$ cat config.mk
export PLATFORM = sky130hd
export DESIGN_NAME = signed_int_to_radix_symbols_top
export DESIGN_NICKNAME = d
export VERILOG_FILES = /design/src/hw/rtl/sirs_pkg.sv /design/src/hw/rtl/sirs_alpha_check.sv /design/src/hw/rtl/sirs_divider.sv /design/src/hw/rtl/signed_int_to_radix_symbols_top.sv
export SDC_FILE = /design/constraint.sdc
export NUM_CORES = 1
export LEC_CHECK = 0
export BUFFER_PORTS_ARGS = -buffer_cell sky130_fd_sc_hd__buf_2
export CELL_PAD_IN_SITES_DETAIL_PLACEMENT = 0
export CELL_PAD_IN_SITES_GLOBAL_PLACEMENT = 1
export CORE_ASPECT_RATIO = 1.5
export CORE_MARGIN = 2
export CORE_UTILIZATION = 55
export CTS_BUF_LIST = sky130_fd_sc_hd__clkbuf_8
export DETAILED_ROUTE_END_ITERATION = 10
export PLACE_DENSITY = 0.95
export SLEW_MARGIN = 10
export SYNTH_ARGS = -nofsm -noshare
export SYNTH_HDL_FRONTEND = slang
export SYNTH_HIERARCHICAL = 1
export SYNTH_SLANG_ARGS = --single-unit
$ cat constraint.sdc
create_clock -name clk -period 8 [get_ports clk]
set_input_delay 0.4 -clock clk [delete_from_list [all_inputs] [get_ports clk]]
set_output_delay 0.4 -clock clk [all_outputs]
set_load 0.005 [all_outputs]
$ cat src/hw/rtl/sirs_pkg.sv
// Shared types, constants and helpers for the signed integer to radix symbol converter.
// Used by sirs_alpha_check, sirs_divider and signed_int_to_radix_symbols_top.
package sirs_pkg;

    // Alphabet limits and special bytes
    localparam int unsigned MAX_SYMBOLS = 16;
    localparam int unsigned SYM_W       = 8;
    localparam int unsigned SYM_IDX_W   = 4;
    localparam int unsigned RADIX_W     = 5;
    localparam int unsigned CFG_DATA_W  = 64;
    localparam int unsigned CFG_ADDR_W  = 2;

    localparam logic [SYM_W-1:0] MINUS_SIGN  = 8'h2D;
    localparam logic [SYM_W-1:0] PLUS_SIGN   = 8'h2B;
    localparam logic [SYM_W-1:0] SPACE_LIMIT = 8'd32;
    localparam logic [SYM_W-1:0] HIGH_LIMIT  = 8'd128;

    // Configuration register indexes
    localparam logic [CFG_ADDR_W-1:0] CFG_BASE_LENGTH   = 2'd0;
    localparam logic [CFG_ADDR_W-1:0] CFG_ALPHABET_LOW  = 2'd1;
    localparam logic [CFG_ADDR_W-1:0] CFG_ALPHABET_HIGH = 2'd2;

    // Result of one alphabet validation pass
    typedef struct packed {
        logic done;
        logic ok;
    } chk_status_t;

    // Result of one digit division
    typedef struct packed {
        logic done;
        logic quot_zero;
    } div_status_t;

    // Pick symbol idx out of the two packed alphabet words
    function automatic logic [SYM_W-1:0] sym_at(
        input logic [CFG_DATA_W-1:0] lo,
        input logic [CFG_DATA_W-1:0] hi,
        input logic [SYM_IDX_W-1:0]  idx
    );
        logic [CFG_DATA_W-1:0] word;
        word = idx[SYM_IDX_W-1] ? hi : lo;
        return word[idx[SYM_IDX_W-2:0]*SYM_W +: SYM_W];
    endfunction

endpackage

$ cat src/hw/rtl/sirs_alpha_check.sv
// Alphabet validator: walks the 16 symbol slots one per cycle after a start pulse.
// Depends on sirs_pkg (sym_at, limits, chk_status_t).
module sirs_alpha_check (
    input  logic                            clk,
    input  logic                            rst_n,
    input  logic                            start,
    input  logic [sirs_pkg::RADIX_W-1:0]    base_length,
    input  logic [sirs_pkg::CFG_DATA_W-1:0] alphabet_low,
    input  logic [sirs_pkg::CFG_DATA_W-1:0] alphabet_high,
    output sirs_pkg::chk_status_t           status
);
    import sirs_pkg::*;

    logic                 busy_reg, busy_next;
    logic                 done_reg, done_next;
    logic                 ok_reg, ok_next;
    logic [SYM_IDX_W-1:0] idx_reg, idx_next;

    logic [SYM_W-1:0]     cur_sym;
    logic                 in_use;
    logic                 dup;
    logic                 bad;
    logic                 range_ok;

    // Radix must lie in 2..MAX_SYMBOLS
    assign range_ok = (base_length >= RADIX_W'(2)) && (base_length <= RADIX_W'(MAX_SYMBOLS));

    // Check the current slot against the forbidden bytes and every later slot in use
    always_comb
    begin
        cur_sym = sym_at(alphabet_low, alphabet_high, idx_reg);
        in_use  = {1'b0, idx_reg} < base_length;
        dup     = 1'b0;
        for (int j = 0; j < 16; j++)
        begin
            if ((SYM_IDX_W'(j) > idx_reg) && (RADIX_W'(j) < base_length) &&
                (sym_at(alphabet_low, alphabet_high, SYM_IDX_W'(j)) == cur_sym))
            begin
                dup = 1'b1;
            end
        end
        bad = in_use && ((cur_sym == PLUS_SIGN) || (cur_sym == MINUS_SIGN) ||
                         (cur_sym <= SPACE_LIMIT) || (cur_sym >= HIGH_LIMIT) || dup);
    end

    // Advance the slot index, accumulate the verdict
    always_comb
    begin
        busy_next = busy_reg;
        done_next = 1'b0;
        ok_next   = ok_reg;
        idx_next  = idx_reg;
        if (start)
        begin
            busy_next = 1'b1;
            ok_next   = range_ok;
            idx_next  = '0;
        end
        else if (busy_reg)
        begin
            ok_next  = ok_reg && !bad;
            idx_next = idx_reg + 1'b1;
            if (idx_reg == '1)
            begin
                busy_next = 1'b0;
                done_next = 1'b1;
            end
        end
    end

    always_ff @(posedge clk or negedge rst_n)
    begin
        if (!rst_n)
        begin
            busy_reg <= 1'b0;
            done_reg <= 1'b0;
            ok_reg   <= 1'b0;
            idx_reg  <= '0;
        end
        else
        begin
            busy_reg <= busy_next;
            done_reg <= done_next;
            ok_reg   <= ok_next;
            idx_reg  <= idx_next;
        end
    end

    assign status.done = done_reg;
    assign status.ok   = ok_reg;

endmodule

$ cat src/hw/rtl/sirs_divider.sv
// Bit-serial restoring divider: one quotient bit per cycle, one radix digit per division.
// Depends on sirs_pkg (RADIX_W, SYM_IDX_W, div_status_t).
module sirs_divider #(
    parameter int unsigned WIDTH = 32
) (
    input  logic                           clk,
    input  logic                           rst_n,
    input  logic                           start,
    input  logic [WIDTH-1:0]               dividend,
    input  logic [sirs_pkg::RADIX_W-1:0]   radix,
    output logic [WIDTH-1:0]               quotient,
    output logic [sirs_pkg::SYM_IDX_W-1:0] remainder,
    output sirs_pkg::div_status_t          status
);
    import sirs_pkg::*;

    localparam int unsigned CNT_W = $clog2(WIDTH + 1);

    logic                 busy_reg, busy_next;
    logic                 done_reg, done_next;
    logic                 zero_reg, zero_next;
    logic [CNT_W-1:0]     cnt_reg, cnt_next;
    logic [WIDTH-1:0]     quot_reg, quot_next;
    logic [SYM_IDX_W-1:0] rem_reg, rem_next;

    logic [RADIX_W-1:0]   trial;
    logic                 fits;
    logic [WIDTH-1:0]     quot_shift;
    logic [RADIX_W-1:0]   trial_diff;

    // One restoring step: bring down the top dividend bit, subtract if it fits
    assign trial      = {rem_reg, quot_reg[WIDTH-1]};
    assign fits       = trial >= radix;
    assign trial_diff = trial - radix;
    assign quot_shift = {quot_reg[WIDTH-2:0], fits};

    always_comb
    begin
        busy_next = busy_reg;
        done_next = 1'b0;
        zero_next = zero_reg;
        cnt_next  = cnt_reg;
        quot_next = quot_reg;
        rem_next  = rem_reg;
        if (start)
        begin
            busy_next = 1'b1;
            cnt_next  = '0;
            quot_next = dividend;
            rem_next  = '0;
        end
        else if (busy_reg)
        begin
            quot_next = quot_shift;
            rem_next  = fits ? trial_diff[SYM_IDX_W-1:0] : trial[SYM_IDX_W-1:0];
            cnt_next  = cnt_reg + 1'b1;
            if (cnt_reg == CNT_W'(WIDTH - 1))
            begin
                busy_next = 1'b0;
                done_next = 1'b1;
                zero_next = (quot_shift == '0);
            end
        end
    end

    // Control state
    always_ff @(posedge clk or negedge rst_n)
    begin
        if (!rst_n)
        begin
            busy_reg <= 1'b0;
            done_reg <= 1'b0;
            zero_reg <= 1'b0;
            cnt_reg  <= '0;
        end
        else
        begin
            busy_reg <= busy_next;
            done_reg <= done_next;
            zero_reg <= zero_next;
            cnt_reg  <= cnt_next;
        end
    end

    // Shift registers for quotient and partial remainder
    always_ff @(posedge clk)
    begin
        quot_reg <= quot_next;
        rem_reg  <= rem_next;
    end

    assign quotient         = quot_reg;
    assign remainder        = rem_reg;
    assign status.done      = done_reg;
    assign status.quot_zero = zero_reg;

endmodule

$ cat src/hw/rtl/signed_int_to_radix_symbols_top.sv
// Signed number to radix symbols: writes each accepted number out as alphabet bytes,
// most significant digit first, leading '-' for negatives, last flag on the final byte.
// A number passes the alphabet check, then one bit-serial division per digit, then for
// each output byte the read, load and send states, the send state waiting while the sink
// is not ready. With an invalid alphabet the word yields no bytes and the block is ready
// again after the check. Depends on sirs_pkg, sirs_alpha_check, sirs_divider.
module signed_int_to_radix_symbols_top #(
    parameter int unsigned NUMBER_WIDTH = 32
) (
    input  logic                             clk,
    input  logic                             rst_n,
    input  logic                             cfg_we,
    input  logic [sirs_pkg::CFG_ADDR_W-1:0]  cfg_addr,
    input  logic [sirs_pkg::CFG_DATA_W-1:0]  cfg_wdata,
    input  logic                             in_valid,
    output logic                             in_ready,
    input  logic signed [NUMBER_WIDTH-1:0]   number,
    output logic                             out_valid,
    input  logic                             out_ready,
    output logic [sirs_pkg::SYM_W-1:0]       symbol,
    output logic                             last
);
    import sirs_pkg::*;

    localparam int unsigned CNT_W  = $clog2(NUMBER_WIDTH + 1);
    localparam int unsigned ADDR_W = $clog2(NUMBER_WIDTH);

    typedef enum logic [2:0] {
        S_IDLE,
        S_CHECK,
        S_DIV,
        S_SIGN,
        S_READ,
        S_LOAD,
        S_SEND
    } state_t;

    state_t                state_reg;
    logic [CNT_W-1:0]      cnt_reg;
    logic                  out_valid_reg;
    logic [SYM_W-1:0]      symbol_reg;
    logic                  last_reg;

    logic [RADIX_W-1:0]    base_length_reg;
    logic [CFG_DATA_W-1:0] alphabet_low_reg;
    logic [CFG_DATA_W-1:0] alphabet_high_reg;

    logic [NUMBER_WIDTH-1:0] num_reg;
    logic [NUMBER_WIDTH-1:0] magnitude;
    logic                    negative;

    logic [SYM_IDX_W-1:0]  digit_mem [NUMBER_WIDTH];
    logic [SYM_IDX_W-1:0]  rd_data_reg;
    logic [CNT_W-1:0]      cnt_inc;
    logic [CNT_W-1:0]      cnt_dec;
    logic                  mem_we;

    logic                    in_take;
    logic                    out_take;
    chk_status_t             chk_st;
    div_status_t             div_st;
    logic                    div_start;
    logic [NUMBER_WIDTH-1:0] div_dividend;
    logic [NUMBER_WIDTH-1:0] div_quot;
    logic [SYM_IDX_W-1:0]    div_rem;
    logic                    digits_done;

    assign in_take  = in_valid && in_ready;
    assign out_take = out_valid_reg && out_ready;

    // Configuration registers
    always_ff @(posedge clk or negedge rst_n)
    begin
        if (!rst_n)
        begin
            base_length_reg   <= '0;
            alphabet_low_reg  <= '0;
            alphabet_high_reg <= '0;
        end
        else if (cfg_we)
        begin
            unique case (cfg_addr)
                CFG_BASE_LENGTH:   base_length_reg   <= cfg_wdata[RADIX_W-1:0];
                CFG_ALPHABET_LOW:  alphabet_low_reg  <= cfg_wdata;
                CFG_ALPHABET_HIGH: alphabet_high_reg <= cfg_wdata;
                default:           ;
            endcase
        end
    end

    // Hold the accepted word
    always_ff @(posedge clk)
    begin
        if (in_take)
        begin
            num_reg <= $unsigned(number);
        end
    end

    assign negative  = num_reg[NUMBER_WIDTH-1];
    assign magnitude = negative ? (~num_reg + NUMBER_WIDTH'(1)) : num_reg;

    sirs_alpha_check u_check (
        .clk           (clk),
        .rst_n         (rst_n),
        .start         (in_take),
        .base_length   (base_length_reg),
        .alphabet_low  (alphabet_low_reg),
        .alphabet_high (alphabet_high_reg),
        .status        (chk_st)
    );

    // First digit divides the magnitude, later ones the previous quotient
    assign cnt_inc      = cnt_reg + 1'b1;
    assign cnt_dec      = cnt_reg - 1'b1;
    assign digits_done  = div_st.quot_zero || (cnt_inc == CNT_W'(NUMBER_WIDTH));
    assign mem_we       = (state_reg == S_DIV) && div_st.done;
    assign div_start    = ((state_reg == S_CHECK) && chk_st.done && chk_st.ok) ||
                          (mem_we && !digits_done);
    assign div_dividend = (state_reg == S_CHECK) ? magnitude : div_quot;

    sirs_divider #(
        .WIDTH (NUMBER_WIDTH)
    ) u_div (
        .clk       (clk),
        .rst_n     (rst_n),
        .start     (div_start),
        .dividend  (div_dividend),
        .radix     (base_length_reg),
        .quotient  (div_quot),
        .remainder (div_rem),
        .status    (div_st)
    );

    // Digit store, least significant digit at address zero
    always_ff @(posedge clk)
    begin
        if (mem_we)
        begin
            digit_mem[cnt_reg[ADDR_W-1:0]] <= div_rem;
        end
        rd_data_reg <= digit_mem[cnt_dec[ADDR_W-1:0]];
    end

    // Sequencer with registered output word
    always_ff @(posedge clk or negedge rst_n)
    begin
        if (!rst_n)
        begin
            state_reg     <= S_IDLE;
            cnt_reg       <= '0;
            out_valid_reg <= 1'b0;
            symbol_reg    <= '0;
            last_reg      <= 1'b0;
        end
        else
        begin
            unique case (state_reg)
                S_IDLE:
                begin
                    if (in_take)
                    begin
                        state_reg <= S_CHECK;
                    end
                end
                S_CHECK:
                begin
                    if (chk_st.done)
                    begin
                        cnt_reg   <= '0;
                        state_reg <= chk_st.ok ? S_DIV : S_IDLE;
                    end
                end
                S_DIV:
                begin
                    if (div_st.done)
                    begin
                        cnt_reg <= cnt_inc;
                        if (digits_done)
                        begin
                            if (negative)
                            begin
                                symbol_reg    <= MINUS_SIGN;
                                last_reg      <= 1'b0;
                                out_valid_reg <= 1'b1;
                                state_reg     <= S_SIGN;
                            end
                            else
                            begin
                                state_reg <= S_READ;
                            end
                        end
                    end
                end
                S_SIGN:
                begin
                    if (out_take)
                    begin
                        out_valid_reg <= 1'b0;
                        state_reg     <= S_READ;
                    end
                end
                S_READ:
                begin
                    cnt_reg   <= cnt_dec;
                    state_reg <= S_LOAD;
                end
                S_LOAD:
                begin
                    symbol_reg    <= sym_at(alphabet_low_reg, alphabet_high_reg, rd_data_reg);
                    last_reg      <= (cnt_reg == '0);
                    out_valid_reg <= 1'b1;
                    state_reg     <= S_SEND;
                end
                S_SEND:
                begin
                    if (out_take)
                    begin
                        out_valid_reg <= 1'b0;
                        state_reg     <= (cnt_reg == '0) ? S_IDLE : S_READ;
                    end
                end
                default:
                begin
                    state_reg <= S_IDLE;
                end
            endcase
        end
    end

    assign in_ready  = (state_reg == S_IDLE);
    assign out_valid = out_valid_reg;
    assign symbol    = symbol_reg;
    assign last      = last_reg;

    // Output word only shows while waiting on the sink
    a_valid_state: assert property (@(posedge clk) disable iff (!rst_n)
        out_valid_reg |-> ((state_reg == S_SIGN) || (state_reg == S_SEND)))
        else $error("output valid outside a send state");

    // Never take a new word while bytes are pending
    a_ready_excl: assert property (@(posedge clk) disable iff (!rst_n)
        in_ready |-> !out_valid_reg)
        else $error("input ready while output pending");

    // Digit count stays within the store
    a_cnt_bound: assert property (@(posedge clk) disable iff (!rst_n)
        mem_we |-> (cnt_reg < CNT_W'(NUMBER_WIDTH)))
        else $error("digit store overflow");

    // The final byte returns the block to idle
    a_last_idle: assert property (@(posedge clk) disable iff (!rst_n)
        (out_take && last_reg) |=> (state_reg == S_IDLE))
        else $error("last byte did not end the word");

endmodule
==> impl_results.md <==
* DRT antenna net count at 0
* Die area at 39300 um2
* Max reg flops at 128
* Clock H-tree levels at 2
* Vias per cell at 6.26
* Die H at 242 um
* Pwr dens at 206 nW/um2
* Fmax at 242 MHz
* Mean Syn Cell Area at 12.9 um2
* GP Congestion at 0.997
* CP max FO at 48
* Static leakage at 0.00928 uW
* Slowest CP cell: clkinv_1
* Post-DP HPWL at 39600 um
* Hold wc startpoint: cfg_wdata[44]
* Synthesis-to-layout area growth at 13.0%
* Total routed wirelength at 56200 um
* Share of the synthesized area in the top cell type at 27.8%
* Boundary Pins at 114
* Clk_skew at 0.0378 ns
* Port buffer count at 113
* Post-synth EDFFs at 192
* R2r setup slk at 3.86 ns
* Tmin final at 4.14 ns
* Status: complete, no violations
* Unrepaired setup endpoints after global routing: false
* Slew HR at 22.7%
* Vias in the first global route at 15100
* Tightest Pin Transition at 1.15 ns
* Antenna violations before repair at 1
* Area of the core at 37400 um2
* Sequential cell area fraction in the yosys report at 48.8%
* Total global routing overflow at 0
* Hold EP: alphabet_low_reg[44]$_DFFE_PN0P_
* Worst hold path stage count at 2
* CTS Buf Count at 54
* DR DRC count at 0
* Worst hold slack at 0.0308 ns
* Routed wl met3 at 2390 um
* Global-route wire length before repair at 86800 um
* Total number of vias at 14400
* CTS root buf: clkbuf_8
* Ranking of synthesized cells by area: edfxtp_1 (28%), dfrtp_1 (20%), mux2_2 (8.6%), mux4_2 (7.5%), xor2_1 (3.8%)
* Clock buffer depth at 3
* Drt initial violations at 1065
* Post-synth top area cell: edfxtp_1
* Initial core utilization at 55.4%
* Clk pin slew, worst setup/hold paths at 0.07 ns
* Net Count, Synth at 1734
* Max-Cap Viols at 0
* Post-synthesis cell count at 1613
* Ys Warns at 6
* Async set or reset register ratio after synthesis at 45.7%
* Post-route setup TNS at 0 ns
* Crit path kind: reg2reg
* Largest net degree at the start of global routing at 100
* CP arrival at 4.17 ns
* First-pass iteration count of the detailed router at 6
* Nets@finish at 1889
* Synthesized flop and latch total at 368
* Die Span X at 163 um
* GRT Total Usage at 28.9%
* Netlist cell types at 105
* WL/cell at 24.4 um
* Peak VDD IR at 0.000206 V
* Worst-skew pair later-pin latency at 0.65 ns
* Worst setup EP type: flop
* Layout cells sized above 1 at 27.7%
* Resized cells post-CTS at 0
* CTS Sinks at 368
* Worst flop-to-flop path startpoint: cnt_reg[0]$_DFFE_PN0P_
* Final Hold Viols at 0
* Ys flop type: edfxtp_1
* Hold Crit Class: in2reg
* Row Count at 87
* Slew Viols, Final at 0
* Crit path cell chain: ha_1 > nand3_1 > or4_1 > nand3_1 > o21ai_4 > buf_4 > nor2_1 > clkinv_1
* Wire length on met2 at 30500 um
* Total power after layout at 4820 uW
* Count of final setup violators at 0
* Final worst-path cycle share at 51.7%
* Worst r2r path cells at 8
* CP Launch Type: flop
* Slowest Stage Delay on Critical Path at 0.91 ns
* Top Layer Used: met4
* Synthesized cell area at 20800 um2
* CTS tree: done
* Cell mode on critical path: nand3_1
* Reg-to-reg endpoint: u_div/quotient[16]$_DFFE_PP_
* Critical Path RT at 8.03 ns
* Met1 Wirelength at 19500 um
==> cell usage in the layout (no fill, tap or decap), types with 6 or more instances in the layout <==
| cell type | n |
|---|---|
| edfxtp_1 | 192 |
| dfrtp_1 | 166 |
| o41ai_1 | 6 |
| clkbuf_8 | 69 |
| mux4_2 | 69 |
| ha_1 | 17 |
| a21oi_1 | 36 |
| clkinv_2 | 14 |
| dfxtp_1 | 7 |
| nor2_1 | 75 |
| nand2b_1 | 8 |
| nand4_1 | 15 |
| mux2_1 | 32 |
| o31ai_1 | 13 |
| nand3_1 | 20 |
| nor3b_1 | 7 |
| nor4_1 | 28 |
| buf_4 | 23 |
| nor2b_1 | 9 |
| o21ai_0 | 56 |
| inv_1 | 35 |
| or4_1 | 6 |
| mux2_2 | 158 |
| xnor2_1 | 71 |
| buf_2 | 112 |
| xor2_1 | 91 |
| and2_1 | 6 |
| o21ai_1 | 9 |
| nand2_1 | 114 |
| dlygate4sd3_1 | 73 |
| nor3_1 | 22 |
| o22ai_1 | 10 |
| o2111ai_1 | 6 |
| mux2i_1 | 48 |
| or3_1 | 6 |
| mux4_1 | 16 |
| o41ai_2 | 6 |
| a31oi_1 | 12 |
==> worst max path at each step <==
| stage | cells after the start | end | start | slack (ns) |
|---|---|---|---|---|
| floorplan | 12 | u_check/ok_reg$_DFFE_PN0P_ | u_check/idx_reg[0]$_DFFE_PN0P_ | 4.80 |
| global placement | 11 | u_check/ok_reg$_DFFE_PN0P_ | u_check/idx_reg[3]$_DFFE_PN0P_ | 4.07 |
| detailed placement | 11 | u_check/ok_reg$_DFFE_PN0P_ | u_check/idx_reg[3]$_DFFE_PN0P_ | 4.01 |
| CTS | 11 | u_check/ok_reg$_DFFE_PN0P_ | u_check/idx_reg[3]$_DFFE_PN0P_ | 3.98 |
| global route | 8 | u_div/quotient[23]$_DFFE_PP_ | cnt_reg[0]$_DFFE_PN0P_ | 3.57 |
| finish | 8 | u_div/quotient[16]$_DFFE_PP_ | cnt_reg[0]$_DFFE_PN0P_ | 3.86 |
==> stage by stage <==
stage	setup WS [ns]	cell area, um2	utilization (%)	cells
4_1_cts	3.98	23500	62.6	2302
3_3_place_gp	4.07	21500	57.5	2128
2_1_floorplan	4.80	20800	-	1613
5_1_grt	3.57	23500	62.6	2303
6_report	3.86	23500	62.7	2304
3_5_place_dp	4.01	21500	57.5	2128
==> synth_stat cells (36+ instances only) <==
cell type	instances
a21oi_1	36
clkbuf_1	58
dfrtp_1	168
edfxtp_1	192
mux2_2	158
mux2i_1	48
mux4_2	69
nand2_1	114
nor2_1	75
o21ai_0	57
xnor2_1	71
xor2_1	91
==> power breakdown <==
part	internal [uW]	switching, uW	total (uW)
clock network	885	759	1640
registers	2110	251	2360
logic	426	393	819
total	3420	1400	4820
==> critical path, delay by kind of cell, from the launching register on <==
kind / cells / cell delay [ns]
flip-flops: 1 / 0.77
buffers and inverters: 2 / 1.24
AO/OA/AOI/OAI: 1 / 0.07
AND/OR/NAND/NOR: 4 / 1.06
adder cells (fa/ha/maj): 1 / 0.34
==> per-layer routing <==
layer  up-vias  global-route usage (%)
met1      7217                    30.6
met2       537                    53.1
met4         0                    18.4
met3       210                    3.97
li1       6467                       -
met5         -                       0
==> cell type report <==
type | count | area (um2)
fillers | 2926 | 14000
multi-input cells | 1106 | 9930
inverters | 29 | 110
diodes | 2 | 5.00
well taps | 489 | 612
clock buffers | 69 | 950
flip-flops and latches | 368 | 10100
repair buffers | 209 | 1480
clock inverters | 32 | 250
==> kinds of logic after synthesis <==
group | synth area share (%)
multiplexers | 22.7
adder cells (fa/ha/maj) | 1.12
buffers and inverters | 3.45
AND/OR/NAND/NOR | 8.78
flip-flops | 48.8
AO/OA/AOI/OAI | 8.35
XOR/XNOR | 6.83
==> timing repair <==
action                    4_1_cts  5_1_grt
setup buffers                   0        0
hold buffers                   73        0
hold endpoints to repair      201        0
Power figures use the tool's default switching activity.
